`config.mk`:
```
export PLATFORM = sky130hd
export DESIGN_NAME = robots_rule_path_matcher_top
export DESIGN_NICKNAME = d
export VERILOG_FILES = /design/src/rrpm_pkg.sv /design/src/robots_rule_path_matcher_top.sv /design/src/rrpm_ram.sv /design/src/rrpm_eval.sv
export SDC_FILE = /design/constraint.sdc
export NUM_CORES = 2
export LEC_CHECK = 0
export ABC_AREA = 1
export BUFFER_PORTS_ARGS = -buffer_cell sky130_fd_sc_hd__buf_2
export CORE_MARGIN = 5
export CORE_UTILIZATION = 60
export CTS_BUF_LIST = sky130_fd_sc_hd__clkbuf_2
export DETAILED_ROUTE_END_ITERATION = 7
export HOLD_SLACK_MARGIN = 0.03
export PLACE_DENSITY = 0.76
export SKIP_LAST_GASP = 1
export SLEW_MARGIN = 25
export SYNTH_ARGS = -nofsm -noshare
export SYNTH_HDL_FRONTEND = slang
export SYNTH_SLANG_ARGS = --single-unit
```
`constraint.sdc`:
```
create_clock -name clk -period 5.2 [get_ports clk]
set_input_delay 0 -clock clk [delete_from_list [all_inputs] [get_ports clk]]
set_output_delay 0 -clock clk [all_outputs]
set_load 0.01 [all_outputs]
```
`src/rrpm_pkg.sv`:
```
package rrpm_pkg;

  localparam int PATTERN_MAX = 64;
  localparam int PATH_MAX    = 256;

  localparam int PAT_AW  = $clog2(PATTERN_MAX);
  localparam int PAT_LW  = $clog2(PATTERN_MAX + 1);
  localparam int PATH_AW = $clog2(PATH_MAX);
  localparam int PATH_LW = $clog2(PATH_MAX + 1);
  localparam int CMP_W   = (PAT_LW > PATH_LW) ? PAT_LW : PATH_LW;

  localparam logic [7:0] STAR   = 8'h2A;
  localparam logic [7:0] DOLLAR = 8'h24;

  localparam logic [1:0] OP_CLEAR_PAT  = 2'd0;
  localparam logic [1:0] OP_APPEND_PAT = 2'd1;
  localparam logic [1:0] OP_APPEND_PATH = 2'd2;
  localparam logic [1:0] OP_EVALUATE   = 2'd3;

  localparam int CFG_AW = 3;
  localparam logic REG_RULE_ALLOWS = 1'b0;

  typedef enum logic [3:0] {
    EV_IDLE,
    EV_SCAN_RD,
    EV_SCAN_DAT,
    EV_DECIDE,
    EV_CMP_RD,
    EV_CMP_DAT,
    EV_WALK_TOP,
    EV_WALK_DAT,
    EV_SKIP_DAT,
    EV_STAR_RD,
    EV_STAR_DAT,
    EV_DONE
  } ev_state_t;

  typedef struct packed {
    logic               start;
    logic [PAT_LW-1:0]  pat_len;
    logic [PATH_LW-1:0] path_len;
  } eval_req_t;

  typedef struct packed {
    logic done;
    logic matched;
  } eval_sts_t;

endpackage

```
`src/robots_rule_path_matcher_top.sv`:
```
// Channel   Ports                                        Handshake
// input     in_op, in_data_byte                          start & !busy
// result    out_matched, out_allow_rule, out_overflowed  out_valid, one cycle
// config    psel penable pwrite paddr pwdata prdata      APB, pready always 1
//
// Ops 0..2 act on the beat that is taken. Evaluate walks the pattern RAM once
// from the top, then compares or runs the wildcard walk, reading pattern and
// path bytes one at a time through the single read port of each RAM. busy
// rises after the evaluate beat is taken and stays high through the out_valid
// cycle. Reset clears lengths, flags and rule_allows; RAM contents are
// undefined. Results cannot be stalled.
module robots_rule_path_matcher_top (
  input  logic                        clk,
  input  logic                        rst_n,
  input  logic                        start,
  output logic                        busy,
  input  logic [1:0]                  in_op,
  input  logic [7:0]                  in_data_byte,
  output logic                        out_valid,
  output logic                        out_matched,
  output logic                        out_allow_rule,
  output logic                        out_overflowed,
  input  logic                        psel,
  input  logic                        penable,
  input  logic                        pwrite,
  input  logic [rrpm_pkg::CFG_AW-1:0] paddr,
  input  logic [31:0]                 pwdata,
  output logic [31:0]                 prdata,
  output logic                        pready
);

  localparam int PAT_LW  = rrpm_pkg::PAT_LW;
  localparam int PATH_LW = rrpm_pkg::PATH_LW;

  logic               rule_allows_r, rule_allows_nxt;
  logic [PAT_LW-1:0]  pat_len_r, pat_len_nxt;
  logic [PATH_LW-1:0] path_len_r, path_len_nxt;
  logic               pat_ovf_r, pat_ovf_nxt;
  logic               path_ovf_r, path_ovf_nxt;
  logic               busy_r, busy_nxt;
  logic               allow_cap_r, allow_cap_nxt;
  logic               ovf_cap_r, ovf_cap_nxt;

  logic accept;
  logic cfg_wr;
  logic pat_room;
  logic path_room;
  logic pat_we;
  logic path_we;

  logic [rrpm_pkg::PAT_AW-1:0]  pat_raddr;
  logic [rrpm_pkg::PATH_AW-1:0] path_raddr;
  logic [7:0]                   pat_rdata;
  logic [7:0]                   path_rdata;

  rrpm_pkg::eval_req_t ev_req;
  rrpm_pkg::eval_sts_t ev_sts;

  assign accept    = start && !busy_r;
  assign pready    = 1'b1;
  assign cfg_wr    = psel && penable && pwrite && pready;
  assign pat_room  = (pat_len_r < PAT_LW'(rrpm_pkg::PATTERN_MAX));
  assign path_room = (path_len_r < PATH_LW'(rrpm_pkg::PATH_MAX));
  assign pat_we    = accept && (in_op == rrpm_pkg::OP_APPEND_PAT) && pat_room;
  assign path_we   = accept && (in_op == rrpm_pkg::OP_APPEND_PATH) && path_room;

  assign ev_req.start    = accept && (in_op == rrpm_pkg::OP_EVALUATE);
  assign ev_req.pat_len  = pat_len_r;
  assign ev_req.path_len = path_len_r;

  assign prdata = (paddr[2] == rrpm_pkg::REG_RULE_ALLOWS) ? {31'b0, rule_allows_r} : 32'b0;

  always_comb begin
    rule_allows_nxt = rule_allows_r;
    pat_len_nxt     = pat_len_r;
    path_len_nxt    = path_len_r;
    pat_ovf_nxt     = pat_ovf_r;
    path_ovf_nxt    = path_ovf_r;
    busy_nxt        = busy_r;
    allow_cap_nxt   = allow_cap_r;
    ovf_cap_nxt     = ovf_cap_r;
    if (cfg_wr && (paddr[2] == rrpm_pkg::REG_RULE_ALLOWS)) begin
      rule_allows_nxt = pwdata[0];
    end
    if (ev_sts.done) begin
      busy_nxt = 1'b0;
    end
    if (accept) begin
      case (in_op)
        rrpm_pkg::OP_CLEAR_PAT: begin
          pat_len_nxt = '0;
          pat_ovf_nxt = 1'b0;
        end
        rrpm_pkg::OP_APPEND_PAT: begin
          if (pat_room) begin
            pat_len_nxt = PAT_LW'(pat_len_r + 1'b1);
          end else begin
            pat_ovf_nxt = 1'b1;
          end
        end
        rrpm_pkg::OP_APPEND_PATH: begin
          if (path_room) begin
            path_len_nxt = PATH_LW'(path_len_r + 1'b1);
          end else begin
            path_ovf_nxt = 1'b1;
          end
        end
        rrpm_pkg::OP_EVALUATE: begin
          // evaluator latches the path length on this beat
          busy_nxt      = 1'b1;
          allow_cap_nxt = rule_allows_r;
          ovf_cap_nxt   = pat_ovf_r | path_ovf_r;
          path_len_nxt  = '0;
          path_ovf_nxt  = 1'b0;
        end
        default: begin
        end
      endcase
    end
  end

  always_ff @(posedge clk) begin
    if (!rst_n) begin
      rule_allows_r <= 1'b0;
      pat_len_r     <= '0;
      path_len_r    <= '0;
      pat_ovf_r     <= 1'b0;
      path_ovf_r    <= 1'b0;
      busy_r        <= 1'b0;
    end else begin
      rule_allows_r <= rule_allows_nxt;
      pat_len_r     <= pat_len_nxt;
      path_len_r    <= path_len_nxt;
      pat_ovf_r     <= pat_ovf_nxt;
      path_ovf_r    <= path_ovf_nxt;
      busy_r        <= busy_nxt;
    end
  end

  always_ff @(posedge clk) begin
    allow_cap_r <= allow_cap_nxt;
    ovf_cap_r   <= ovf_cap_nxt;
  end

  rrpm_ram #(
    .WIDTH (8),
    .DEPTH (rrpm_pkg::PATTERN_MAX)
  ) u_pat_ram (
    .clk   (clk),
    .we    (pat_we),
    .waddr (pat_len_r[rrpm_pkg::PAT_AW-1:0]),
    .wdata (in_data_byte),
    .raddr (pat_raddr),
    .rdata (pat_rdata)
  );

  rrpm_ram #(
    .WIDTH (8),
    .DEPTH (rrpm_pkg::PATH_MAX)
  ) u_path_ram (
    .clk   (clk),
    .we    (path_we),
    .waddr (path_len_r[rrpm_pkg::PATH_AW-1:0]),
    .wdata (in_data_byte),
    .raddr (path_raddr),
    .rdata (path_rdata)
  );

  rrpm_eval u_eval (
    .clk        (clk),
    .rst_n      (rst_n),
    .req        (ev_req),
    .pat_raddr  (pat_raddr),
    .pat_rdata  (pat_rdata),
    .path_raddr (path_raddr),
    .path_rdata (path_rdata),
    .sts        (ev_sts)
  );

  assign busy           = busy_r;
  assign out_valid      = ev_sts.done;
  assign out_matched    = ev_sts.matched;
  assign out_allow_rule = allow_cap_r;
  assign out_overflowed = ovf_cap_r;

  a_result_while_busy: assert property (@(posedge clk) disable iff (!rst_n)
    out_valid |-> busy_r)
    else $error("result strobe outside an evaluation");

  a_strobe_one_cycle: assert property (@(posedge clk) disable iff (!rst_n)
    out_valid |=> !out_valid)
    else $error("result strobe longer than one cycle");

  a_busy_until_result: assert property (@(posedge clk) disable iff (!rst_n)
    (busy_r && !out_valid) |=> busy_r)
    else $error("busy dropped without a result");

  a_no_store_write_busy: assert property (@(posedge clk) disable iff (!rst_n)
    busy_r |-> (!pat_we && !path_we))
    else $error("store written during evaluation");

endmodule

```
`src/rrpm_ram.sv`:
```
module rrpm_ram #(
  parameter int WIDTH = 8,
  parameter int DEPTH = 64
) (
  input  logic                     clk,
  input  logic                     we,
  input  logic [$clog2(DEPTH)-1:0] waddr,
  input  logic [WIDTH-1:0]         wdata,
  input  logic [$clog2(DEPTH)-1:0] raddr,
  output logic [WIDTH-1:0]         rdata
);

  logic [WIDTH-1:0] mem [DEPTH];

  always_ff @(posedge clk) begin
    if (we) begin
      mem[waddr] <= wdata;
    end
    rdata <= mem[raddr];
  end

endmodule

```
`src/rrpm_eval.sv`:
```
module rrpm_eval (
  input  logic                          clk,
  input  logic                          rst_n,
  input  rrpm_pkg::eval_req_t           req,
  output logic [rrpm_pkg::PAT_AW-1:0]   pat_raddr,
  input  logic [7:0]                    pat_rdata,
  output logic [rrpm_pkg::PATH_AW-1:0]  path_raddr,
  input  logic [7:0]                    path_rdata,
  output rrpm_pkg::eval_sts_t           sts
);

  localparam int PAT_LW  = rrpm_pkg::PAT_LW;
  localparam int PATH_LW = rrpm_pkg::PATH_LW;
  localparam int CMP_W   = rrpm_pkg::CMP_W;

  rrpm_pkg::ev_state_t state_r, state_nxt;

  logic [PAT_LW-1:0]  k_r, k_nxt;
  logic [PAT_LW-1:0]  eff_r, eff_nxt;
  logic [PAT_LW-1:0]  np_r, np_nxt;
  logic [PAT_LW-1:0]  snp_r, snp_nxt;
  logic [PATH_LW-1:0] hlen_r, hlen_nxt;
  logic [PATH_LW-1:0] hp_r, hp_nxt;
  logic [PATH_LW-1:0] shp_r, shp_nxt;
  logic               anch_r, anch_nxt;
  logic               trim_r, trim_nxt;
  logic               first_r, first_nxt;
  logic               star_r, star_nxt;
  logic               wild_r, wild_nxt;
  logic               res_r, res_nxt;
  logic [7:0]         nb_r, nb_nxt;

  logic [PATH_LW-1:0] hp_inc;
  logic [PAT_LW-1:0]  eff_dec;
  logic               pat_is_star;
  logic               byte_eq;
  logic               skip_eq;
  logic               at_end;
  logic               walk_more;
  logic               anch_end;
  logic               len_ok;
  logic               can_back;

  assign hp_inc      = PATH_LW'(hp_r + 1'b1);
  assign eff_dec     = PAT_LW'(eff_r - 1'b1);
  assign pat_is_star = (pat_rdata == rrpm_pkg::STAR);
  assign byte_eq     = (pat_rdata == path_rdata);
  assign skip_eq     = (nb_r == path_rdata);
  assign at_end      = (hp_inc == hlen_r);
  assign walk_more   = (hp_r < hlen_r) && (np_r < eff_r);
  assign anch_end    = (np_r == eff_dec);
  assign can_back    = (shp_r != '0) || (snp_r != '0);
  assign len_ok      = anch_r ? (CMP_W'(hlen_r) == CMP_W'(eff_dec))
                              : (CMP_W'(hlen_r) >= CMP_W'(eff_r));

  // next state
  always_comb begin
    state_nxt = state_r;
    case (state_r)
      rrpm_pkg::EV_IDLE: begin
        if (req.start) begin
          state_nxt = (req.pat_len == '0) ? rrpm_pkg::EV_DONE : rrpm_pkg::EV_SCAN_RD;
        end
      end
      rrpm_pkg::EV_SCAN_RD:  state_nxt = rrpm_pkg::EV_SCAN_DAT;
      rrpm_pkg::EV_SCAN_DAT: begin
        state_nxt = (k_r == '0) ? rrpm_pkg::EV_DECIDE : rrpm_pkg::EV_SCAN_RD;
      end
      rrpm_pkg::EV_DECIDE: begin
        if (star_r) begin
          state_nxt = rrpm_pkg::EV_WALK_TOP;
        end else if (len_ok) begin
          state_nxt = rrpm_pkg::EV_CMP_RD;
        end else begin
          state_nxt = rrpm_pkg::EV_DONE;
        end
      end
      rrpm_pkg::EV_CMP_RD: begin
        state_nxt = (k_r == eff_r) ? rrpm_pkg::EV_DONE : rrpm_pkg::EV_CMP_DAT;
      end
      rrpm_pkg::EV_CMP_DAT: begin
        state_nxt = byte_eq ? rrpm_pkg::EV_CMP_RD : rrpm_pkg::EV_DONE;
      end
      rrpm_pkg::EV_WALK_TOP: begin
        state_nxt = walk_more ? rrpm_pkg::EV_WALK_DAT : rrpm_pkg::EV_DONE;
      end
      rrpm_pkg::EV_WALK_DAT: begin
        if (pat_is_star) begin
          state_nxt = rrpm_pkg::EV_STAR_RD;
        end else if (wild_r) begin
          if (byte_eq) begin
            state_nxt = rrpm_pkg::EV_WALK_TOP;
          end else begin
            state_nxt = at_end ? rrpm_pkg::EV_DONE : rrpm_pkg::EV_SKIP_DAT;
          end
        end else if (byte_eq || can_back) begin
          state_nxt = rrpm_pkg::EV_WALK_TOP;
        end else begin
          state_nxt = rrpm_pkg::EV_DONE;
        end
      end
      rrpm_pkg::EV_SKIP_DAT: begin
        if (skip_eq) begin
          state_nxt = rrpm_pkg::EV_WALK_TOP;
        end else if (at_end) begin
          state_nxt = rrpm_pkg::EV_DONE;
        end
      end
      rrpm_pkg::EV_STAR_RD: begin
        state_nxt = (np_r < eff_r) ? rrpm_pkg::EV_STAR_DAT : rrpm_pkg::EV_WALK_TOP;
      end
      rrpm_pkg::EV_STAR_DAT: begin
        state_nxt = pat_is_star ? rrpm_pkg::EV_STAR_RD : rrpm_pkg::EV_WALK_TOP;
      end
      rrpm_pkg::EV_DONE: state_nxt = rrpm_pkg::EV_IDLE;
      default:           state_nxt = rrpm_pkg::EV_IDLE;
    endcase
  end

  // outputs: memory read addresses and status
  always_comb begin
    pat_raddr   = '0;
    path_raddr  = '0;
    sts.done    = 1'b0;
    sts.matched = res_r;
    case (state_r)
      rrpm_pkg::EV_SCAN_RD: pat_raddr = k_r[rrpm_pkg::PAT_AW-1:0];
      rrpm_pkg::EV_CMP_RD: begin
        pat_raddr  = k_r[rrpm_pkg::PAT_AW-1:0];
        path_raddr = rrpm_pkg::PATH_AW'(k_r);
      end
      rrpm_pkg::EV_WALK_TOP: begin
        pat_raddr  = np_r[rrpm_pkg::PAT_AW-1:0];
        path_raddr = hp_r[rrpm_pkg::PATH_AW-1:0];
      end
      // skipping ahead in the path: fetch the byte after hp
      rrpm_pkg::EV_WALK_DAT: path_raddr = hp_inc[rrpm_pkg::PATH_AW-1:0];
      rrpm_pkg::EV_SKIP_DAT: path_raddr = hp_inc[rrpm_pkg::PATH_AW-1:0];
      rrpm_pkg::EV_STAR_RD:  pat_raddr  = np_r[rrpm_pkg::PAT_AW-1:0];
      rrpm_pkg::EV_DONE:     sts.done   = 1'b1;
      default: begin
      end
    endcase
  end

  // datapath
  always_comb begin
    k_nxt     = k_r;
    eff_nxt   = eff_r;
    np_nxt    = np_r;
    snp_nxt   = snp_r;
    hlen_nxt  = hlen_r;
    hp_nxt    = hp_r;
    shp_nxt   = shp_r;
    anch_nxt  = anch_r;
    trim_nxt  = trim_r;
    first_nxt = first_r;
    star_nxt  = star_r;
    wild_nxt  = wild_r;
    res_nxt   = res_r;
    nb_nxt    = nb_r;
    case (state_r)
      rrpm_pkg::EV_IDLE: begin
        k_nxt     = PAT_LW'(req.pat_len - 1'b1);
        eff_nxt   = req.pat_len;
        hlen_nxt  = req.path_len;
        first_nxt = 1'b1;
        trim_nxt  = 1'b1;
        star_nxt  = 1'b0;
        anch_nxt  = 1'b0;
        res_nxt   = 1'b1;
      end
      rrpm_pkg::EV_SCAN_DAT: begin
        // walking down from the last byte: trailing stars trim, others flag
        first_nxt = 1'b0;
        if (first_r) begin
          anch_nxt = (pat_rdata == rrpm_pkg::DOLLAR);
        end
        if (trim_r && pat_is_star) begin
          eff_nxt = k_r;
        end else begin
          trim_nxt = 1'b0;
          if (pat_is_star) begin
            star_nxt = 1'b1;
          end
        end
        k_nxt = PAT_LW'(k_r - 1'b1);
      end
      rrpm_pkg::EV_DECIDE: begin
        np_nxt   = '0;
        snp_nxt  = '0;
        hp_nxt   = '0;
        shp_nxt  = '0;
        wild_nxt = 1'b0;
        k_nxt    = '0;
        if (!star_r) begin
          res_nxt = len_ok;
          if (anch_r) begin
            eff_nxt = eff_dec;
          end
        end
      end
      rrpm_pkg::EV_CMP_RD: res_nxt = 1'b1;
      rrpm_pkg::EV_CMP_DAT: begin
        k_nxt   = PAT_LW'(k_r + 1'b1);
        res_nxt = byte_eq;
      end
      rrpm_pkg::EV_WALK_TOP: begin
        res_nxt = anch_r ? ((hp_r == hlen_r) && anch_end) : (np_r == eff_r);
      end
      rrpm_pkg::EV_WALK_DAT: begin
        if (pat_is_star) begin
          wild_nxt = 1'b1;
          np_nxt   = PAT_LW'(np_r + 1'b1);
        end else if (wild_r) begin
          if (byte_eq) begin
            wild_nxt = 1'b0;
          end else begin
            hp_nxt  = hp_inc;
            nb_nxt  = pat_rdata;
            res_nxt = anch_r && anch_end;
          end
        end else if (byte_eq) begin
          np_nxt = PAT_LW'(np_r + 1'b1);
          hp_nxt = hp_inc;
        end else if (can_back) begin
          // restart one byte later from the last star
          wild_nxt = 1'b1;
          shp_nxt  = PATH_LW'(shp_r + 1'b1);
          hp_nxt   = PATH_LW'(shp_r + 1'b1);
          np_nxt   = snp_r;
        end else begin
          res_nxt = 1'b0;
        end
      end
      rrpm_pkg::EV_SKIP_DAT: begin
        if (skip_eq) begin
          wild_nxt = 1'b0;
        end else begin
          hp_nxt  = hp_inc;
          res_nxt = anch_r && anch_end;
        end
      end
      rrpm_pkg::EV_STAR_RD: begin
        if (np_r >= eff_r) begin
          shp_nxt = hp_r;
          snp_nxt = np_r;
        end
      end
      rrpm_pkg::EV_STAR_DAT: begin
        if (pat_is_star) begin
          np_nxt = PAT_LW'(np_r + 1'b1);
        end else begin
          shp_nxt = hp_r;
          snp_nxt = np_r;
        end
      end
      default: begin
      end
    endcase
  end

  always_ff @(posedge clk) begin
    if (!rst_n) begin
      state_r <= rrpm_pkg::EV_IDLE;
    end else begin
      state_r <= state_nxt;
    end
  end

  always_ff @(posedge clk) begin
    k_r     <= k_nxt;
    eff_r   <= eff_nxt;
    np_r    <= np_nxt;
    snp_r   <= snp_nxt;
    hlen_r  <= hlen_nxt;
    hp_r    <= hp_nxt;
    shp_r   <= shp_nxt;
    anch_r  <= anch_nxt;
    trim_r  <= trim_nxt;
    first_r <= first_nxt;
    star_r  <= star_nxt;
    wild_r  <= wild_nxt;
    res_r   <= res_nxt;
    nb_r    <= nb_nxt;
  end

endmodule

```
=== Word-level counts from Yosys, hierarchy flattened ===
Memories as Yosys holds them, arrays and structs flattened. A register that Yosys moved wholly into a read port is not among the register bits.
Cells that the tools add are included.

* Logic and storage cells: 236
* Bits in writable memories: 2,560
* Memories: 2
* Register bits: 95

{| class="wikitable"
|+ Memory list
! name !! words !! width !! read ports !! clocked after Yosys merged registers in !! write ports !! line !! source
|-
| u_path_ram.mem || 256 || 8 || 1 || 1 || 1 || rrpm_ram.sv:13 || <nowiki>logic [WIDTH-1:0] mem [DEPTH];</nowiki>
|-
| u_pat_ram.mem || 64 || 8 || 1 || 1 || 1 || rrpm_ram.sv:13 ||
|}

* Bitwise gates (word level): 4
* Order comparisons: 6
* Add/subtract/negate cells: 9
* Equality and inequality tests: 50
* Reduce and logical (&&, ||, !) cells: 53
* Mux-type cells: 89

{| class="wikitable"
|+ Operators with widths
! cell !! number
|-
| 9-bit 2-to-1 mux || 12
|-
| 7-bit 2-to-1 mux || 11
|-
| 7-bit one-hot mux with 3 select lines || 3
|-
| 4-bit 2-to-1 mux || 15
|-
| 4-bit one-hot mux with 11 select lines || 1
|-
| 9-bit one-hot mux with 4 select lines || 1
|-
| 1-bit 2-to-1 mux || 30
|-
| 7-bit one-hot mux with 4 select lines || 1
|-
| 9-bit by 1-bit adder with 9-bit output, second input constant || 3
|-
| 9-bit one-hot mux with 3 select lines || 1
|-
| 2-bit inequality test, second input constant || 12
|-
| 8-bit one-hot mux with 3 select lines || 1
|-
| 7-bit by 1-bit adder with 7-bit output, second input constant || 3
|-
| 7-bit == test || 3
|-
| 7-bit by 1-bit subtractor with 7-bit output, second input constant || 3
|-
| 9-bit == test || 2
|-
| 9-bit one-hot mux with 2 select lines || 1
|-
| 3-bit AND reduction || 6
|-
| 4-bit by 3-bit == test with 1-bit output, second input constant || 4
|-
| 4-bit == test, second input constant || 4
|-
| 8-bit by 6-bit == test with 1-bit output, second input constant || 2
|-
| 8-bit == test || 2
|-
| 2-bit by 1-bit inequality test with 1-bit output, second input constant || 8
|-
| 7-bit zero test || 2
|-
| 40 further kinds || 80
|}

=== Longest topological paths before layout ===
* Depth in word-level cells: 7
* Mapped depth: 19
* Depth with buffers taken out: 17

=== Modules after synthesis ===
A second synthesis with hierarchy kept.

* Cells, all modules: 9,806
* Area, all modules: 111,944.9 sq um

{| class="wikitable"
|+ Modules (own cells, without submodules)
! module !! sequential area each (sq um) !! cells an instance !! times used !! area each (sq um)
|-
| rrpm_ram at u_path_ram || 61,659.1 || 7,003 || 1 || 83,396.2
|-
| rrpm_ram at u_pat_ram || 15,534.9 || 1,806 || 1 || 21,280.4
|-
| rrpm_eval || 2,152.1 || 803 || 1 || 5,916.9
|-
| robots_rule_path_matcher_top || 460.4 || 194 || 1 || 1,351.3
|}

=== Worst setup path before layout ===
OpenSTA, ideal clock, no wires.

* Kind: reg2reg
* Start: reg u_eval.state_r[0]
* End: reg u_eval.k_r[5] (data pin)
* Clock period less this slack: 2.525 ns
* Arrival: 2.264 ns
* Library setup time: 0.261 ns
* Setup slack: 2.675 ns
* Cell stages (with the launch flop): 16
* Path through: dfxtp_1 inv_2 nor2_1 inv_2 nor2_1 inv_1 ha_1 a21oi_1 nor2_1 nor2_1 nor2_1 o21ai_0 nand2_1 or2_2 nand3_1 o21ai_0

* Word-level cells in the longest chain between the ends: 2

{| class="wikitable"
|+ Ends and longest elaborated chain
! what !! line !! source
|-
| from (decl) || rrpm_eval.sv:16 || <nowiki>rrpm_pkg::ev_state_t state_r, state_nxt;</nowiki>
|-
| from (signal assigned) || rrpm_eval.sv:265 || <nowiki>state_r <= rrpm_pkg::EV_IDLE;</nowiki>
|-
| from (signal assigned) || rrpm_eval.sv:267 || <nowiki>state_r <= state_nxt;</nowiki>
|-
| 4-bit by 3-bit == test with 1-bit output, or another cell as far along || rrpm_eval.sv:162 || <nowiki>case (state_r)</nowiki>
|-
| 7-bit one-hot mux with 4 select lines (*) || rrpm_eval.sv:162 ||
|-
| net u_eval.k_nxt[5] || rrpm_eval.sv:18 || <nowiki>logic [PAT_LW-1:0] k_r, k_nxt;</nowiki>
|-
| to (signal assigned) || rrpm_eval.sv:272 || <nowiki>k_r <= k_nxt;</nowiki>
|-
| to (decl) || rrpm_eval.sv:18 ||
|}

Mark *: on every way through the listed nets, which the timed path passes. The rest lies on a longest branch.
A chain may end at the register's enable or synchronous reset.

=== Worst setup path in the final report ===
* Start: reg busy_r, in the netlist busy
* End: mem u_path_ram.mem[58][1], enable pin

* Word-level cells in the longest chain between the ends: 6

{| class="wikitable"
|+ Ends and longest elaborated chain
! what !! line !! source
|-
| from (decl) || robots_rule_path_matcher_top.sv:40 || <nowiki>logic busy_r, busy_nxt;</nowiki>
|-
| from (signal assigned) || robots_rule_path_matcher_top.sv:136 || <nowiki>busy_r <= busy_nxt;</nowiki>
|-
| 1-bit zero test || robots_rule_path_matcher_top.sv:59 || <nowiki>assign accept = start && !busy_r;</nowiki>
|-
| 1-bit logical AND || robots_rule_path_matcher_top.sv:59 ||
|-
| 1-bit logical AND (2 in a row) || robots_rule_path_matcher_top.sv:65 || <nowiki>assign path_we = accept && (in_op == rrpm_pkg::OP_APPEND_PATH) && path_room;</nowiki>
|-
| 1-bit 2-to-1 mux || rrpm_ram.sv:16 || <nowiki>if (we) begin</nowiki>
|-
| 1-bit 2-to-1 mux (not written as such) || rrpm_ram.sv:17 || <nowiki>mem[waddr] <= wdata;</nowiki>
|-
| to (decl) || rrpm_ram.sv:13 ||
|}

No other way between the ends.

==> metrics.txt <==
status=completed; #FFs+latches synth=2671; Arr. time, crit path=6.36 ns; first-pass GRT wire length=463.5 mm; Initial Util=0.6038; die width=453.2 um; Max-slew headroom=0.1163; Reg2Reg Launch Point=busy; CTS resizes=0; share of layout cells above drive strength 1=0.1016; GRT overflow=0; H-tree level count=6; Max Clock Freq=207.6 MHz; Netlist cell types=46; DP HPWL=172.6 mm; Worst path most repeated cell=nor2_1; sequential cell area fraction in the yosys report=0.6771; Worst Setup SP=busy; Setup CP Type=reg2reg; Total Routing Usage GR=0.2935; Post-synth EDFFs=2631; finished layout cell area=0.1263 mm^2; Die Ht=453.2 um; Tmin final=4.818 ns; ys async rst share=0; num rows=162; crit-path leading delay family=simple AND/OR/NAND/NOR gates; Num CTS Buffers=671; Root Buffer=clkbuf_2; initial antenna violation count=7; Peak VDD IR=574.4 uV; CP startpoint kind=register; total die area=0.2054 mm^2; leakage power=49.97 nW; cell area after synthesis=0.1179 mm^2; CTS tree=yes; Synth area leader=edfxtp_1; vias=83000; Cell Area, Placed=0.1200 mm^2; worst-path cell chain=nor2_1, nand2_1, dlygate4sd3_1, nor3_1, inv_1, nor2_1, nand2_1, nor2_1; crit-path max cell delay=0.89 ns; Final setup viols=0; Yosys warnings=0; Critical Path RT=6.75 ns; clock-pin slew on the worst setup and hold paths=0.09 ns; period utilization=0.9265; clk_lat worst skew=1.99 ns; max_cap viols=0; Core Region=0.1952 mm^2; clock sink count=2671; worst setup path end=u_path_ram.mem[58][1]; FILL cells=14740; worst path bufs/invs=2; vias in the first global route=81050; register-to-register setup slack=0.38 ns; Max Slew Vio Count=0; setup TNS=0 ns; Via density=5.798; RR Endpoint=u_path_ram.mem[58][1]; DR WL/cell=21.34 um; PortBufs=23; peak fanout along the critical path=16; final hold violations=0; reg2reg path depth=8; hold wc startpoint=in_data_byte[4]; Layout area overhead=7.140%; Power per Cell Area=437.6 mW/mm^2; Setup crit end kind=register; Bufs on Longest Clock Path=4; WL final=305.5 mm; pin count of the biggest net entering global routing=193; RePlAce Congestion=0.9300; Worst-Margin Slew=1.325 ns; worst hold path type=in2reg; skew final=0.2216 ns; synthesized instance count=11010; top post-synthesis cells by area=edfxtp_1 (67%), nand3_1 (9.3%), inv_1 (5.8%); 1st-iter DRT viols=10080; Max stage delay cell, worst path=nor2_1; Net count, final=11360; Synth Area per Inst=10.70 um^2; top_reg_cell synth=edfxtp_1; io pins=89; WP depth=8; RSZ-0062 raised after global routing=false; drt first pass iters=6; Synth top area share=0.6703; Residual DRC=0; Routed Antenna Nets=0
==> kinds of logic (layout without fill, tap and decap cells) <==
kind of cell / after synthesis / count (layout) / synth area share
buf+inv: 2493 / 3137 / 0.08522
flops: 2671 / 2671 / 0.6771
compound gates: 651 / 651 / 0.03394
simple gates: 5124 / 5124 / 0.1971
other cells: 2 / 37 / 0.00006372
xor+xnor: 31 / 31 / 0.002304
fa+ha+maj: 40 / 40 / 0.004310
==> power by group <==
group          leakage [nW]  switching (mW)  internal (mW)
logic                  21.7            12.9           4.93
clock network          4.27            8.17           5.06
registers              24.0           0.289           24.0
==> synth_stat cells (all sizes together), types with 4 or more instances <==
cell,n
nor2,771
ha,39
a31oi,4
dfxtp,40
edfxtp,2631
clkbuf,175
nand4,28
a21oi,45
o211ai,204
nor3,27
o22ai,31
nand3b,289
nand3,2190
nor4,6
xor2,28
inv,1830
a211oi,4
nand2,1800
or2,12
o221ai,17
o21ai,309
o21bai,27
buf,485
==> worst register-to-register path, stage by stage, from the launching register on <==
cell	delay, ns
dfxtp_1	0.35
nor2_1	0.33
nand2_1	0.08
dlygate4sd3_1	0.59
nor3_1	0.42
inv_1	0.33
nor2_1	0.65
nand2_1	0.78
nor2_1	0.91
==> registers in the layout (all words and copies together), names as in the netlist, 8 cells and up <==
name,cells
u_path_ram.mem,2048
u_pat_ram.mem,512
path_len_r,9
u_eval.hlen_r,9
u_eval.hp_r,9
u_eval.shp_r,9
u_eval.nb_r,8
u_pat_ram.rdata,8
u_path_ram.rdata,8
==> final cells by class <==
class	count	area, um^2	share of cell area
multi-input cells	5878	28300	0.2241
well taps	2624	3283	0.02600
clock buffers	948	4745	0.03757
diodes	5	12.51	0.00009908
flip-flops and latches	2671	79810	0.6320
repair buffers	212	2527	0.02001
inverters	1833	6910	0.05472
clock inverters	144	696.9	0.005519
==> placed cells by master (no fill, tap or decap), types with 44 or more instances in the layout <==
cell           Yosys  layout
edfxtp_1        2631    2631
nand3_1         2189    2179
inv_1           1821    1818
nand2_1         1798    1789
clkbuf_2           0     948
nor2_1           768     768
nand3b_1         289     289
o21ai_0          248     248
o211ai_1         204     204
clkinv_1           3     117
buf_4             53      75
o21ai_1           61      61
dlygate4sd3_1      0      58
buf_12             0      47
a21oi_1           44      44
==> worst min path at each step <==
stage	to	slack (ns)	cells after the start
finish	u_path_ram.mem[22][4]	0.34	5
global route	u_path_ram.mem[21][4]	0.24	5
CTS	u_path_ram.mem[129][6]	0.10	5
detailed placement	rule_allows_r	0.26	2
global placement	prdata[0]	0.26	3
floorplan	prdata[0]	0.05	1
==> through the flow <==
stage	util	instances	hold WS (ns)	power, mW	setup slack [ns]
global placement	0.6148	13150	0.2552	41.58	0.8271
global route	0.6469	14310	0.2416	58.01	0.2311
floorplan	-	11040	0.04753	36.25	2.675
finish	0.6470	14320	0.3413	55.26	0.3822
CTS	0.6468	14310	0.1032	55.02	0.5314
detailed placement	0.6148	13150	0.2613	41.99	0.8148
==> per-layer routing <==
layer	vias up	track usage	wire, um
li1	38020	-	-
met1	39170	0.3946	116000
met2	4998	0.4582	141300
met3	809	0.07095	35460
met4	4	0.1333	12700
met5	-	0	27
==> what timing repair did <==
item | in CTS | in global routing
hold buffers | 66 | 0
buffers inserted | 0 | 0
endpoints found under the setup margin | 0 | 0
hold endpoints to repair | 5089 | 0
Power figures use the tool's default switching activity.
